File: config.mk
export PLATFORM = sky130hd
export DESIGN_NAME = sprite_rle_run_decoder
export DESIGN_NICKNAME = d
export VERILOG_FILES = /design/src/srd_pkg.sv /design/src/srd_front.sv /design/src/srd_queue.sv /design/src/srd_back.sv /design/src/sprite_rle_run_decoder.sv
export SDC_FILE = /design/constraint.sdc
export NUM_CORES = 1
export LEC_CHECK = 0
export BUFFER_PORTS_ARGS = -buffer_cell sky130_fd_sc_hd__buf_2
export CAP_MARGIN = 20
export CORE_MARGIN = 3
export CORE_UTILIZATION = 55
export DETAILED_ROUTE_END_ITERATION = 16
export PLACE_DENSITY_LB_ADDON = 0.08
export SETUP_SLACK_MARGIN = 0.2
export SLEW_MARGIN = 20
export SYNTH_ARGS = -nofsm -noshare
export SYNTH_HDL_FRONTEND = slang
export SYNTH_SLANG_ARGS = --single-unit
File: constraint.sdc
create_clock -name aclk -period 7.6 [get_ports aclk]
set_clock_uncertainty 0.2 [all_clocks]
set_input_delay 0.38 -clock aclk [delete_from_list [all_inputs] [get_ports aclk]]
set_output_delay 0.38 -clock aclk [all_outputs]
set_load 0.05 [all_outputs]
File: src/srd_pkg.sv
// ----------------------------------------------------------------------------
// srd_pkg
// Shared types and constants for the sprite run-length run decoder.
// ----------------------------------------------------------------------------
package srd_pkg;

    localparam int OFFSET_BITS = 24;
    localparam int RUN_W       = 20;
    localparam int BYTE_W      = 8;
    localparam int PIX_OFF_W   = 24;
    localparam int SUM_W       = ((OFFSET_BITS > RUN_W) ? OFFSET_BITS : RUN_W) + 1;
    localparam logic [OFFSET_BITS-1:0] OFF_MAX = '1;

    localparam int QUEUE_DEPTH = 2;
    localparam int QPTR_W      = (QUEUE_DEPTH > 1) ? $clog2(QUEUE_DEPTH) : 1;
    localparam int QCNT_W      = $clog2(QUEUE_DEPTH + 1);

    // header run types, bits 7..6
    localparam logic [1:0] RT_LITERAL = 2'b00;
    localparam logic [1:0] RT_STOP    = 2'b01;
    localparam logic [1:0] RT_FILL    = 2'b10;
    localparam logic [1:0] RT_SKIP    = 2'b11;

    // header length codes, bits 5..4
    localparam logic [1:0] LC_NIBBLE = 2'd0;
    localparam logic [1:0] LC_ONE    = 2'd1;
    localparam logic [1:0] LC_TWO    = 2'd2;
    localparam logic [1:0] LC_NONE   = 2'd3;

    typedef enum logic [2:0] {
        KIND_FILL    = 3'd0,
        KIND_LITERAL = 3'd1,
        KIND_SKIP    = 3'd2,
        KIND_STOP    = 3'd3,
        KIND_FRAME   = 3'd4
    } kind_t;

    typedef enum logic [2:0] {
        PH_HEADER  = 3'd0,
        PH_COLOR   = 3'd1,
        PH_LEN1    = 3'd2,
        PH_LEN2    = 3'd3,
        PH_LITERAL = 3'd4,
        PH_STOPPED = 3'd5
    } phase_t;

    // one decoded command, front to back
    typedef struct packed {
        kind_t             kind;
        logic [RUN_W-1:0]  run_count;
        logic [BYTE_W-1:0] value;
        logic              frame_end;
        logic              truncated;
    } cmd_t;

endpackage

File: src/srd_front.sv
// ----------------------------------------------------------------------------
// srd_front
// Header parser: walks the compressed byte stream and emits run commands.
// ----------------------------------------------------------------------------
module srd_front (
    input  logic                         aclk,
    input  logic                         aresetn,
    input  logic                         in_valid,
    input  logic                         in_ready,
    input  logic [srd_pkg::BYTE_W-1:0]   in_data,
    input  logic                         in_last,
    output logic                         push,
    output srd_pkg::cmd_t                push_cmd
);
    import srd_pkg::*;

    phase_t            phase_reg, phase_next;
    logic [1:0]        run_type_reg, run_type_next;
    logic [1:0]        len_code_reg, len_code_next;
    logic [RUN_W-1:0]  run_len_reg, run_len_next;
    logic [RUN_W-1:0]  lit_left_reg, lit_left_next;
    logic [BYTE_W-1:0] color_reg, color_next;

    logic              accept;
    logic [1:0]        hdr_type;
    logic [1:0]        hdr_code;
    logic [RUN_W-1:0]  hdr_len;
    logic [RUN_W-1:0]  len_shift;
    logic              code_ext;

    // finish-command inputs
    logic              fin;
    logic [1:0]        fin_type;
    logic [RUN_W-1:0]  fin_len;
    logic [BYTE_W-1:0] fin_color;
    logic              emit;
    kind_t             emit_kind;
    logic [RUN_W-1:0]  emit_count;
    logic [BYTE_W-1:0] emit_value;
    logic              trunc;

    assign accept    = in_valid && in_ready;
    assign hdr_type  = in_data[7:6];
    assign hdr_code  = in_data[5:4];
    assign hdr_len   = (hdr_code == LC_NONE) ? '0 : RUN_W'(in_data[3:0]);
    assign len_shift = {run_len_reg[RUN_W-BYTE_W-1:0], in_data};
    assign code_ext  = (len_code_reg == LC_ONE) || (len_code_reg == LC_TWO);

    // which step completes a command, and with what
    always_comb begin
        fin       = 1'b0;
        fin_type  = run_type_reg;
        fin_len   = run_len_reg;
        fin_color = color_reg;
        case (phase_reg)
            PH_COLOR: begin
                fin       = !code_ext;
                fin_color = in_data;
            end
            PH_LEN1: begin
                fin     = (len_code_reg != LC_TWO);
                fin_len = len_shift;
            end
            PH_LEN2: begin
                fin     = 1'b1;
                fin_len = len_shift;
            end
            PH_LITERAL, PH_STOPPED: begin
                fin = 1'b0;
            end
            default: begin
                fin      = (hdr_type == RT_LITERAL || hdr_type == RT_SKIP) &&
                           !(hdr_code == LC_ONE || hdr_code == LC_TWO);
                fin_type = hdr_type;
                fin_len  = hdr_len;
            end
        endcase
    end

    // next state
    always_comb begin
        phase_next    = phase_reg;
        run_type_next = run_type_reg;
        len_code_next = len_code_reg;
        run_len_next  = run_len_reg;
        lit_left_next = lit_left_reg;
        color_next    = color_reg;
        case (phase_reg)
            PH_COLOR: begin
                color_next = in_data;
                if (code_ext) phase_next = PH_LEN1;
            end
            PH_LEN1: begin
                run_len_next = len_shift;
                if (len_code_reg == LC_TWO) phase_next = PH_LEN2;
            end
            PH_LEN2: begin
                run_len_next = len_shift;
            end
            PH_LITERAL: begin
                lit_left_next = lit_left_reg - 1'b1;
                if (lit_left_reg == RUN_W'(1)) phase_next = PH_HEADER;
            end
            PH_STOPPED: begin
                phase_next = PH_STOPPED;
            end
            default: begin
                run_type_next = hdr_type;
                len_code_next = hdr_code;
                run_len_next  = hdr_len;
                if (hdr_type == RT_STOP) begin
                    phase_next = PH_STOPPED;
                end else if (hdr_type == RT_FILL) begin
                    phase_next = PH_COLOR;
                end else if (hdr_code == LC_ONE || hdr_code == LC_TWO) begin
                    phase_next = PH_LEN1;
                end else begin
                    phase_next = PH_HEADER;
                end
            end
        endcase
        if (fin) begin
            phase_next = PH_HEADER;
            if (fin_len != '0 && fin_type == RT_LITERAL) begin
                phase_next    = PH_LITERAL;
                lit_left_next = fin_len;
            end
        end
    end

    // command output
    always_comb begin
        emit       = 1'b0;
        emit_kind  = KIND_FRAME;
        emit_count = '0;
        emit_value = '0;
        if (phase_reg == PH_LITERAL) begin
            emit       = 1'b1;
            emit_kind  = KIND_LITERAL;
            emit_count = RUN_W'(1);
            emit_value = in_data;
        end else if (phase_reg == PH_HEADER && hdr_type == RT_STOP) begin
            emit      = 1'b1;
            emit_kind = KIND_STOP;
        end else if (fin && fin_len != '0 && fin_type != RT_LITERAL) begin
            emit       = 1'b1;
            emit_kind  = (fin_type == RT_FILL) ? KIND_FILL : KIND_SKIP;
            emit_count = fin_len;
            emit_value = (fin_type == RT_FILL) ? fin_color : '0;
        end
        // unused phase codes behave as header wait
        if (phase_reg != PH_HEADER && phase_reg != PH_COLOR && phase_reg != PH_LEN1 &&
            phase_reg != PH_LEN2 && phase_reg != PH_LITERAL && phase_reg != PH_STOPPED &&
            hdr_type == RT_STOP) begin
            emit      = 1'b1;
            emit_kind = KIND_STOP;
        end
        trunc = (phase_next == PH_COLOR) || (phase_next == PH_LEN1) ||
                (phase_next == PH_LEN2) || (phase_next == PH_LITERAL);

        push                = accept && (emit || in_last);
        push_cmd.kind       = emit ? emit_kind : KIND_FRAME;
        push_cmd.run_count  = emit ? emit_count : '0;
        push_cmd.value      = emit ? emit_value : '0;
        push_cmd.frame_end  = in_last;
        push_cmd.truncated  = in_last && trunc;
    end

    always_ff @(posedge aclk) begin
        if (!aresetn) begin
            phase_reg    <= PH_HEADER;
            run_type_reg <= '0;
            len_code_reg <= '0;
            run_len_reg  <= '0;
            lit_left_reg <= '0;
            color_reg    <= '0;
        end else if (accept) begin
            if (in_last) begin
                // frame done: back to reset state
                phase_reg    <= PH_HEADER;
                run_type_reg <= '0;
                len_code_reg <= '0;
                run_len_reg  <= '0;
                lit_left_reg <= '0;
                color_reg    <= '0;
            end else begin
                phase_reg    <= phase_next;
                run_type_reg <= run_type_next;
                len_code_reg <= len_code_next;
                run_len_reg  <= run_len_next;
                lit_left_reg <= lit_left_next;
                color_reg    <= color_next;
            end
        end
    end

`ifndef NO_ASSERTIONS
    a_frame_restart: assert property (@(posedge aclk) disable iff (!aresetn)
        (accept && in_last) |=> (phase_reg == PH_HEADER && lit_left_reg == '0))
        else $error("front did not return to header wait after frame end");

    a_stopped_quiet: assert property (@(posedge aclk) disable iff (!aresetn)
        (accept && phase_reg == PH_STOPPED && !in_last) |-> !push)
        else $error("word emitted after stop code");

    a_literal_left: assert property (@(posedge aclk) disable iff (!aresetn)
        (phase_reg == PH_LITERAL) |-> (lit_left_reg != '0))
        else $error("literal phase with nothing left");
`endif

endmodule

File: src/srd_queue.sv
// ----------------------------------------------------------------------------
// srd_queue
// Short command queue between the parser and the offset stage.
// ----------------------------------------------------------------------------
module srd_queue (
    input  logic          aclk,
    input  logic          aresetn,
    input  logic          push,
    input  srd_pkg::cmd_t push_cmd,
    input  logic          pop,
    output logic          full,
    output logic          empty,
    output srd_pkg::cmd_t head_cmd
);
    import srd_pkg::*;

    cmd_t              entry_reg [QUEUE_DEPTH];
    logic [QPTR_W-1:0] wr_ptr_reg, wr_ptr_next;
    logic [QPTR_W-1:0] rd_ptr_reg, rd_ptr_next;
    logic [QCNT_W-1:0] count_reg, count_next;
    logic              do_push;
    logic              do_pop;

    assign full     = (count_reg == QCNT_W'(QUEUE_DEPTH));
    assign empty    = (count_reg == '0);
    assign head_cmd = entry_reg[rd_ptr_reg];
    assign do_push  = push && !full;
    assign do_pop   = pop && !empty;

    always_comb begin
        wr_ptr_next = wr_ptr_reg;
        rd_ptr_next = rd_ptr_reg;
        count_next  = count_reg;
        if (do_push) begin
            wr_ptr_next = (wr_ptr_reg == QPTR_W'(QUEUE_DEPTH - 1)) ? '0 : wr_ptr_reg + 1'b1;
        end
        if (do_pop) begin
            rd_ptr_next = (rd_ptr_reg == QPTR_W'(QUEUE_DEPTH - 1)) ? '0 : rd_ptr_reg + 1'b1;
        end
        if (do_push && !do_pop) begin
            count_next = count_reg + 1'b1;
        end else if (do_pop && !do_push) begin
            count_next = count_reg - 1'b1;
        end
    end

    always_ff @(posedge aclk) begin
        if (!aresetn) begin
            wr_ptr_reg <= '0;
            rd_ptr_reg <= '0;
            count_reg  <= '0;
        end else begin
            wr_ptr_reg <= wr_ptr_next;
            rd_ptr_reg <= rd_ptr_next;
            count_reg  <= count_next;
        end
    end

    always_ff @(posedge aclk) begin
        if (do_push) begin
            entry_reg[wr_ptr_reg] <= push_cmd;
        end
    end

`ifndef NO_ASSERTIONS
    a_no_push_full: assert property (@(posedge aclk) disable iff (!aresetn)
        full |-> !push)
        else $error("word pushed into full queue");

    a_count_range: assert property (@(posedge aclk) disable iff (!aresetn)
        count_reg <= QCNT_W'(QUEUE_DEPTH))
        else $error("queue count out of range");
`endif

endmodule

File: src/srd_back.sv
// ----------------------------------------------------------------------------
// srd_back
// Offset stage: assigns image offsets, saturates, and holds the output word.
// ----------------------------------------------------------------------------
module srd_back (
    input  logic                            aclk,
    input  logic                            aresetn,
    input  logic                            empty,
    input  srd_pkg::cmd_t                   head_cmd,
    output logic                            pop,
    output logic                            out_valid,
    input  logic                            out_ready,
    output srd_pkg::cmd_t                   out_cmd,
    output logic [srd_pkg::PIX_OFF_W-1:0]   out_offset,
    output logic                            out_overflow
);
    import srd_pkg::*;

    logic [OFFSET_BITS-1:0] off_reg, off_next;
    logic                   valid_reg;
    cmd_t                   cmd_reg;
    logic [PIX_OFF_W-1:0]   start_reg;
    logic                   ovf_reg;
    logic [SUM_W-1:0]       end_sum;
    logic                   ovf;

    assign pop     = !empty && (!valid_reg || out_ready);
    assign end_sum = SUM_W'(off_reg) + SUM_W'(head_cmd.run_count);
    assign ovf     = (end_sum > SUM_W'(OFF_MAX));

    always_comb begin
        off_next = off_reg;
        if (pop) begin
            if (head_cmd.frame_end) begin
                off_next = '0;
            end else if (ovf) begin
                off_next = OFF_MAX;
            end else begin
                off_next = end_sum[OFFSET_BITS-1:0];
            end
        end
    end

    always_ff @(posedge aclk) begin
        if (!aresetn) begin
            off_reg   <= '0;
            valid_reg <= 1'b0;
        end else begin
            off_reg <= off_next;
            if (pop) begin
                valid_reg <= 1'b1;
            end else if (out_ready) begin
                valid_reg <= 1'b0;
            end
        end
    end

    always_ff @(posedge aclk) begin
        if (pop) begin
            cmd_reg   <= head_cmd;
            start_reg <= PIX_OFF_W'(off_reg);
            ovf_reg   <= ovf;
        end
    end

    assign out_valid    = valid_reg;
    assign out_cmd      = cmd_reg;
    assign out_offset   = start_reg;
    assign out_overflow = ovf_reg;

`ifndef NO_ASSERTIONS
    a_frame_offset: assert property (@(posedge aclk) disable iff (!aresetn)
        (pop && head_cmd.frame_end) |=> (off_reg == '0))
        else $error("offset not cleared at frame end");

    a_ovf_saturate: assert property (@(posedge aclk) disable iff (!aresetn)
        (pop && ovf && !head_cmd.frame_end) |=> (off_reg == OFF_MAX))
        else $error("offset did not saturate");
`endif

endmodule

File: src/sprite_rle_run_decoder.sv
// ----------------------------------------------------------------------------
// sprite_rle_run_decoder
// Decodes a sprite run-length byte stream into fill, skip and pixel words.
// ----------------------------------------------------------------------------
// Input stream: one compressed byte per word on s_tdata[7:0], s_tlast on the
// final byte of a frame. Output stream: one word per fill or skip run, one per
// literal byte, one for a stop code, and a frame-end word on s_tlast when the
// byte gave nothing else; m_tlast marks the word caused by the last byte.
// Each result passes through the command queue and then the output register.
// Throughput: one byte per cycle while the queue has room; the parser, the
// two-entry command queue and the offset stage each take one word per clock
// when not stalled, with the offset add and saturate compare as the longest path.
// While m_tready is low, the output word holds, the queue fills, and s_tready
// drops once both queue entries are taken; bytes that give no result keep
// flowing as long as the queue has room.
// Reset (aresetn low, synchronous) returns the parser to header wait, empties
// the queue, drops m_tvalid and clears the write offset to zero. Each frame
// end does the same for the parser state and the offset.
// ----------------------------------------------------------------------------
module sprite_rle_run_decoder (
    input  logic        aclk,
    input  logic        aresetn,
    input  logic        s_tvalid,
    output logic        s_tready,
    input  logic [7:0]  s_tdata,   // [7:0] data_byte
    input  logic        s_tlast,
    output logic        m_tvalid,
    input  logic        m_tready,
    output logic [55:0] m_tdata,   // pixel_offset, run_count, value, truncated, overflow, pad
    output logic [2:0]  m_tuser,   // kind
    output logic        m_tlast
);
    import srd_pkg::*;

    logic                 push;
    cmd_t                 push_cmd;
    logic                 pop;
    logic                 full;
    logic                 empty;
    cmd_t                 head_cmd;
    cmd_t                 out_cmd;
    logic [PIX_OFF_W-1:0] out_offset;
    logic                 out_overflow;

    assign s_tready = !full;

    srd_front u_front (
        .aclk     (aclk),
        .aresetn  (aresetn),
        .in_valid (s_tvalid),
        .in_ready (s_tready),
        .in_data  (s_tdata),
        .in_last  (s_tlast),
        .push     (push),
        .push_cmd (push_cmd)
    );

    srd_queue u_queue (
        .aclk     (aclk),
        .aresetn  (aresetn),
        .push     (push),
        .push_cmd (push_cmd),
        .pop      (pop),
        .full     (full),
        .empty    (empty),
        .head_cmd (head_cmd)
    );

    srd_back u_back (
        .aclk         (aclk),
        .aresetn      (aresetn),
        .empty        (empty),
        .head_cmd     (head_cmd),
        .pop          (pop),
        .out_valid    (m_tvalid),
        .out_ready    (m_tready),
        .out_cmd      (out_cmd),
        .out_offset   (out_offset),
        .out_overflow (out_overflow)
    );

    assign m_tdata = {2'b00, out_overflow, out_cmd.truncated, out_cmd.value,
                      out_cmd.run_count, out_offset};
    assign m_tuser = out_cmd.kind;
    assign m_tlast = out_cmd.frame_end;

endmodule

Word level (Yosys, flattened, before mapping)
Memories as Yosys holds them, arrays and structs flattened. A register that Yosys moved wholly into a read port is not among the register bits.
Cells that the tools add are included.
{ "word_totals": {"inputBits": 13, "reg_bits": 142, "output_inout_bits": 62, "elab_cells": 156, "ramBits": 66, "memories": 1} }
{ "mem_list": {"columns": ["memory", "depth", "word_bits", "rd", "rd_ports_with_merged_regs", "write_ports", "line", "text"], "rows": [
  ["u_queue.entry_reg", 2, 33, 1, 1, 1, "srd_queue.sv:17", "cmd_t entry_reg [QUEUE_DEPTH];"]
]} }
{ "classes": {"mux": 55, "order_cmp": 1, "n_reduce_logical": 48, "n_eq_ne": 27, "addsub": 6} }
{ "op_table": {"columns": ["cell", "count"], "rows": [
  ["two-way mux 20 bit", 9],
  ["two-way mux 8 bit", 7],
  ["two-way mux 24 bit", 2],
  ["one-hot mux 20 bit (2 select lines)", 1],
  ["two-way mux 3 bit", 13],
  ["adder 24 x 20 -> 25 bit", 1],
  ["> comparator 25 x 24 -> 1 bit, second input constant", 1],
  ["== test 20 x 1 -> 1 bit, second input constant", 1],
  ["nonzero test 20 bit", 1],
  ["subtractor 20 x 1 -> 20 bit, second input constant", 1],
  ["logical AND 1 bit", 19],
  ["two-way mux 2 bit", 8],
  ["one-hot mux 3 bit (5 select lines)", 1],
  ["== test 2 bit, second input constant", 7],
  ["== test 3 x 2 -> 1 bit, second input constant", 4],
  ["two-way mux 1 bit", 12],
  ["== test 3 bit, second input constant", 3],
  ["logical OR 1 bit", 8],
  ["logical NOT 1 bit", 7],
  ["== test 2 x 1 -> 1 bit, second input constant", 3],
  ["== test 3 x 1 -> 1 bit, second input constant", 2],
  ["logical NOT 2 bit", 3],
  ["!= test 3 x 2 -> 1 bit, second input constant", 2],
  ["!= test 3 bit, second input constant", 2],
  ["other kinds (15)", 19]
]} }

Longest topological paths before layout
{ "logic_depth": {"word_depth": 18, "depth_mapped": 14, "mapped_depth_nobuf": 11} }

Hierarchy
From an unflattened synthesis, not the netlist that was laid out.
{ "unflattened": {"cells_unflattened": 890, "hier_area_um2": 9743.1} }
{ "by_module_without_submodules": {"columns": ["module", "n_inst", "area_each_um2", "cells_each", "seq_area_each_um2"], "rows": [
  ["srd_back", 1, 3716.1, 315, 2242.2],
  ["srd_front", 1, 3389.5, 442, 1101.1],
  ["srd_queue", 1, 2607.5, 128, 2082.0],
  ["sprite_rle_run_decoder", 1, 30.0, 5, 0.0]
]} }

Worst setup path after synthesis
OpenSTA, ideal clock, no wires.
{ "synth_timing": {"kind": "reg2reg", "start": "register u_front.phase_reg[2]", "end": "memory u_queue.entry_reg[0][0] (netlist name), enable pin", "required_ns": 6.973, "arrival_time_ns": 3.519, "synth_period_minus_slack_ns": 4.146, "slack_ns": 3.454, "path_buffers": 3, "stages_incl_launch_ff": 11, "setup_time_ns": 0.427, "path_cell_list": "dfxtp_1 > buf_6 > or2_4 > buf_6 > o21ai_2 > mux2i_1 > inv_1 > a211oi_2 > buf_6 > o31a_1 > nor2b_1"} }
{ "synth_between": {"elab_chain_len": 15, "word_cells_on_any_way": 39, "cone_classes": "eq/ne: 10; mux: 9; reduce/logical: 20"} }
{ "synth_lines": {"columns": ["element", "line", "text"], "rows": [
  ["start, declared", "srd_front.sv:17", "phase_t phase_reg, phase_next;"],
  ["start signal, assigned", "srd_front.sv:187", "phase_reg <= phase_next;"],
  ["== test 3 x 1 -> 1 bit (tied with other cells)", "srd_front.sv:55", "case (phase_reg)"],
  ["OR reduction 3 bit (no source line) or OR reduction 2 bit (tied branches)", null, null],
  ["one-hot mux 20 bit (2 select lines)", null, null],
  ["nonzero test 20 bit", "srd_front.sv:145", "end else if (fin && fin_len != '0 && fin_type != RT_LITERAL) begin"],
  ["logical AND 1 bit (2 in series)", "srd_front.sv:145", null],
  ["two-way mux 1 bit", "srd_front.sv:145", null],
  ["two-way mux 1 bit", "srd_front.sv:142", "end else if (phase_reg == PH_HEADER && hdr_type == RT_STOP) begin"],
  ["two-way mux 1 bit", "srd_front.sv:137", "if (phase_reg == PH_LITERAL) begin"],
  ["two-way mux 1 bit (*)", "srd_front.sv:152", "if (phase_reg != PH_HEADER && phase_reg != PH_COLOR && phase_reg != PH_LEN1 &&"],
  ["logical OR 1 bit (*)", "srd_front.sv:161", "push = accept && (emit || in_last);"],
  ["logical AND 1 bit (*)", "srd_front.sv:161", null],
  ["logical AND 1 bit (*)", "srd_queue.sv:27", "assign do_push = push && !full;"],
  ["net u_queue.do_push", "srd_queue.sv:21", "logic do_push;"],
  ["two-way mux 1 bit (*)", "srd_queue.sv:60", "if (do_push) begin"],
  ["two-way mux 1 bit (implied by the code) (*)", "srd_queue.sv:61", "entry_reg[wr_ptr_reg] <= push_cmd;"],
  ["end, declared", "srd_queue.sv:17", null]
]} }
Mark *: on every way through the listed nets, which the timed path passes. The rest lies on a longest branch.

Worst setup path after layout
{ "layout_timing": {"start": "register u_front.phase_reg[2]", "end": "register u_queue.count_reg[1]"} }
{ "layout_between": {"elab_chain_len": 16, "word_cells_on_any_way": 42, "cone_classes": "eq/ne: 10; mux: 8; reduce/logical: 24"} }
{ "layout_lines": {"columns": ["element", "line", "text"], "rows": [
  ["== test 3 x 1 -> 1 bit (tied with other cells)", "srd_front.sv:55", null],
  ["OR reduction 3 bit (no source line) or OR reduction 2 bit (tied branches)", null, null],
  ["one-hot mux 20 bit (2 select lines)", null, null],
  ["nonzero test 20 bit", "srd_front.sv:145", null],
  ["logical AND 1 bit (2 in series)", "srd_front.sv:145", null],
  ["two-way mux 1 bit", "srd_front.sv:145", null],
  ["two-way mux 1 bit", "srd_front.sv:142", null],
  ["two-way mux 1 bit", "srd_front.sv:137", null],
  ["two-way mux 1 bit (*)", "srd_front.sv:152", null],
  ["logical OR 1 bit (*)", "srd_front.sv:161", null],
  ["logical AND 1 bit (*)", "srd_front.sv:161", null],
  ["logical AND 1 bit (*)", "srd_queue.sv:27", null],
  ["net u_queue.do_push", "srd_queue.sv:21", null],
  ["logical NOT 1 bit", "srd_queue.sv:42", "end else if (do_pop && !do_push) begin"],
  ["logical AND 1 bit", "srd_queue.sv:42", null],
  ["nonzero test 2 bit (no source line)", null, null],
  ["end signal, assigned", "srd_queue.sv:55", "count_reg <= count_next;"],
  ["end, declared", "srd_queue.sv:20", "logic [QCNT_W-1:0] count_reg, count_next;"]
]} }
Marks and branches as above.
A chain may end at the register's enable or synchronous reset.

==> metrics.md <==
| Metric | Value |
|---|---|
| Status | `complete, no violations` |
| Clock period minus worst slack | `4.13 ns` |
| Number of synthesized flops with an enable pin | `124` |
| Largest net degree at the start of global routing | `67` |
| Post-synth top area cell | `edfxtp_1` |
| Final hold vios | `0` |
| Critical Path Most Common Cell | `buf_4` |
| TNS Setup | `0 ns` |
| HP Class | `input port to flop` |
| Pwr Density | `381 nW/um2` |
| Die Ht | `141 um` |
| P&R area growth vs syn | `12.9%` |
| GP Congestion | `0.940` |
| DP Worst Slack | `3.55 ns` |
| Vias post-DR | `7516` |
| Detailed Routing Iterations Pass 1 | `8` |
| Synth cell count leaders | `124 x edfxtp_1, 85 x dfxtp_1, 80 x nand2_1` |
| Clk sinks | `209` |
| Final ANT Viol Nets | `0` |
| Antenna violations before repair | `0` |
| Most frequent cell after synthesis | `edfxtp_1` |
| WP data arrival | `4.35 ns` |
| WP data required | `7.82 ns` |
| Syn Std Cell Area | `10000 um2` |
| Max cap viols | `0` |
| Clk_lat worst skew | `0.51 ns` |
| Synth warn | `0` |
| Final setup margin | `3.47 ns` |
| DIE AREA | `19900 um2` |
| Crit-path slowest cell | `dfxtp_1` |
| Critical path's top delay family | `compound AO/OA/AOI/OAI gates` |
| Drt wl/cell | `19.5 um` |
| Reg clk slew, reported paths | `0.06 ns` |
| Ratio of cells with drive above 1 in the final layout | `0.167` |
| Tot GR Track Use | `0.237` |
| Worst Path Buf+Inv | `2` |
| Top cells by area, synth | `edfxtp_1 37%, dfxtp_1 17%, mux2_2 3.6%, ha_1 3.4%, o21ai_0 3.1%` |
| Met3 Track Usage GR | `0.0529` |
| Worst slew pin tran | `0.982 ns` |
| Avg Synthesized Cell Area | `10.8 um2` |
| Critical Path End Type | `flop` |
| Ys flop type | `edfxtp_1` |
| Antenna diodes | `0` |
| Met2 usage | `0.357` |
| GRT overflow | `0` |
| Root buf cell | `clkbuf_16` |
| Post-synthesis sequential area ratio | `0.542` |
| Die Span X | `141 um` |
| Max reg flops | `66` |
| FF+latch count, synth | `209` |
| HPWL Detailed | `16.2 mm` |
| # rows | `48` |
| CORE AREA | `17500 um2` |
| Postcts setup bufs | `0` |
| Final period utilization | `0.543` |
| Slew Limit Fails | `0` |
| # nets final | `1033` |
| DRT iter0 DRCs | `738` |
| Final WL | `24.0 mm` |
| Buffers added on ports | `72` |
| Cell Chain, Critical Path | `buf_4 > or2_4 > o2bb2ai_1 > a22o_1 > nor4_4 > a211oi_2 > buf_4 > o31a_1 > ha_1 > or3_1 > a21oi_1` |
| Placement Cell Area | `10500 um2` |
| Post-synth top area share | `0.372` |
| Vias in the first global route | `6909` |
| Clock Path Buffers | `3` |
| Final number of setup-violating endpoints | `0` |
| DR vias/cell | `6.10` |
| Max incr delay on CP | `0.73 ns` |
| F_max | `242 MHz` |
| Max FO, Critical Path | `21` |
| Netlist cell types | `80` |
| Post-route DRC | `0` |
| Leak | `4.38 nW` |
| Busiest grt layer | `met2` |
| Final Instance Area | `11300 um2` |
| Critical Path Source Type | `flop` |
| Met1 usage in global routing | `0.350` |
| Post-synth ARST share | `0` |
| First-pass GRT wire length | `37.9 mm` |
| CTS buffer count | `22` |
| Final Power | `0.00431 W` |
| Starting density of the core | `0.571` |
| Setup CP Type | `flop to flop` |
| CTS tree | `done` |
| CTS H-tree depth | `1` |
| Gate Count Post-Synth | `929` |
| Relative slew slack | `0.343` |
| Peak supply drop | `0.424 mV` |
| RSZ-0062 raised after global routing | `false` |
| # IOs | `75` |
[final timing paths]
path	slack, ns	cells after the start	start	end
max reg2reg	3.47	11	u_front.phase_reg[2]	u_queue.count_reg[1]
min	0.02	4	m_tready	u_back.out_valid
min reg2reg	0.25	0	u_back.off_reg[14]	u_back.out_offset[14]
max	3.47	11	u_front.phase_reg[2]	u_queue.count_reg[1]
[cell families after synthesis]
logic type,after synthesis,share of synthesized area
compound gates,247,0.168
mux,41,0.0450
flops,209,0.542
fa+ha+maj,28,0.0357
xor+xnor,22,0.0192
buf+inv,70,0.0304
simple gates,311,0.159
other cells,1,0.000374
[cell type report]
type | instances | area, um2
timing repair buffer | 87 | 478
clock inverter | 8 | 90.1
clock buffer | 32 | 639
inverter | 21 | 78.8
tap | 225 | 282
fill | 1431 | 6240
multi-input combinational | 651 | 4310
sequential | 209 | 5430
[worst register-to-register path, delay by kind of cell, from the launching register on]
kind / cells / cell delay, ns
fa+ha+maj: 1 / 0.34
compound gates: 5 / 1.11
flops: 1 / 0.73
buf+inv: 2 / 0.56
simple gates: 3 / 1.09
[per-stage QoR]
step / std cells / hold WS, ns / utilization
CTS: 1233 / 0.00318 / 0.644
finish: 1233 / 0.0192 / 0.644
floorplan: 930 / 0.226 / -
global placement: 1191 / 0.248 / 0.601
detailed placement: 1191 / 0.246 / 0.601
global route: 1233 / 0.0304 / 0.644
[routing by layer]
| layer | share of wire | routed length, um | up-vias |
|---|---|---|---|
| met5 | 0 | 0 | - |
| met4 | 0.024 | 571 | 0 |
| met3 | 0.081 | 1950 | 42 |
| met2 | 0.44 | 10500 | 295 |
| met1 | 0.46 | 11000 | 3567 |
| li1 | - | - | 3612 |
[report_power, final]
group	total (W)	leakage [nW]	switching [W]	internal [W]
logic	0.00163	2.15	0.00117	0.000457
clock network	0.00108	0.355	0.000424	0.000651
registers	0.00161	1.88	0.0000884	0.00152
total	0.00431	4.38	0.00168	0.00262
[layout by cell type (no fill, tap or decap), types with 16 or more instances in the layout]
| cell type | Yosys | routed |
|---|---|---|
| a21o_1 | 16 | 16 |
| a21oi_1 | 32 | 32 |
| a22oi_1 | 34 | 34 |
| and3_1 | 27 | 27 |
| buf_2 | 6 | 72 |
| clkbuf_16 | 0 | 23 |
| dfxtp_1 | 85 | 85 |
| edfxtp_1 | 124 | 124 |
| ha_1 | 27 | 27 |
| inv_1 | 20 | 20 |
| mux2_2 | 32 | 32 |
| nand2_1 | 80 | 80 |
| nand3_1 | 25 | 25 |
| nor2_1 | 62 | 62 |
| nor2b_1 | 28 | 27 |
| nor3_1 | 26 | 25 |
| o21ai_0 | 62 | 62 |
[repair_timing]
item / CTS / global route
gates resized for setup: 0 / 0
endpoints found under the hold margin: 2 / 0
hold buffers: 2 / 0
No activity file was read; power rests on OpenSTA's default activity.
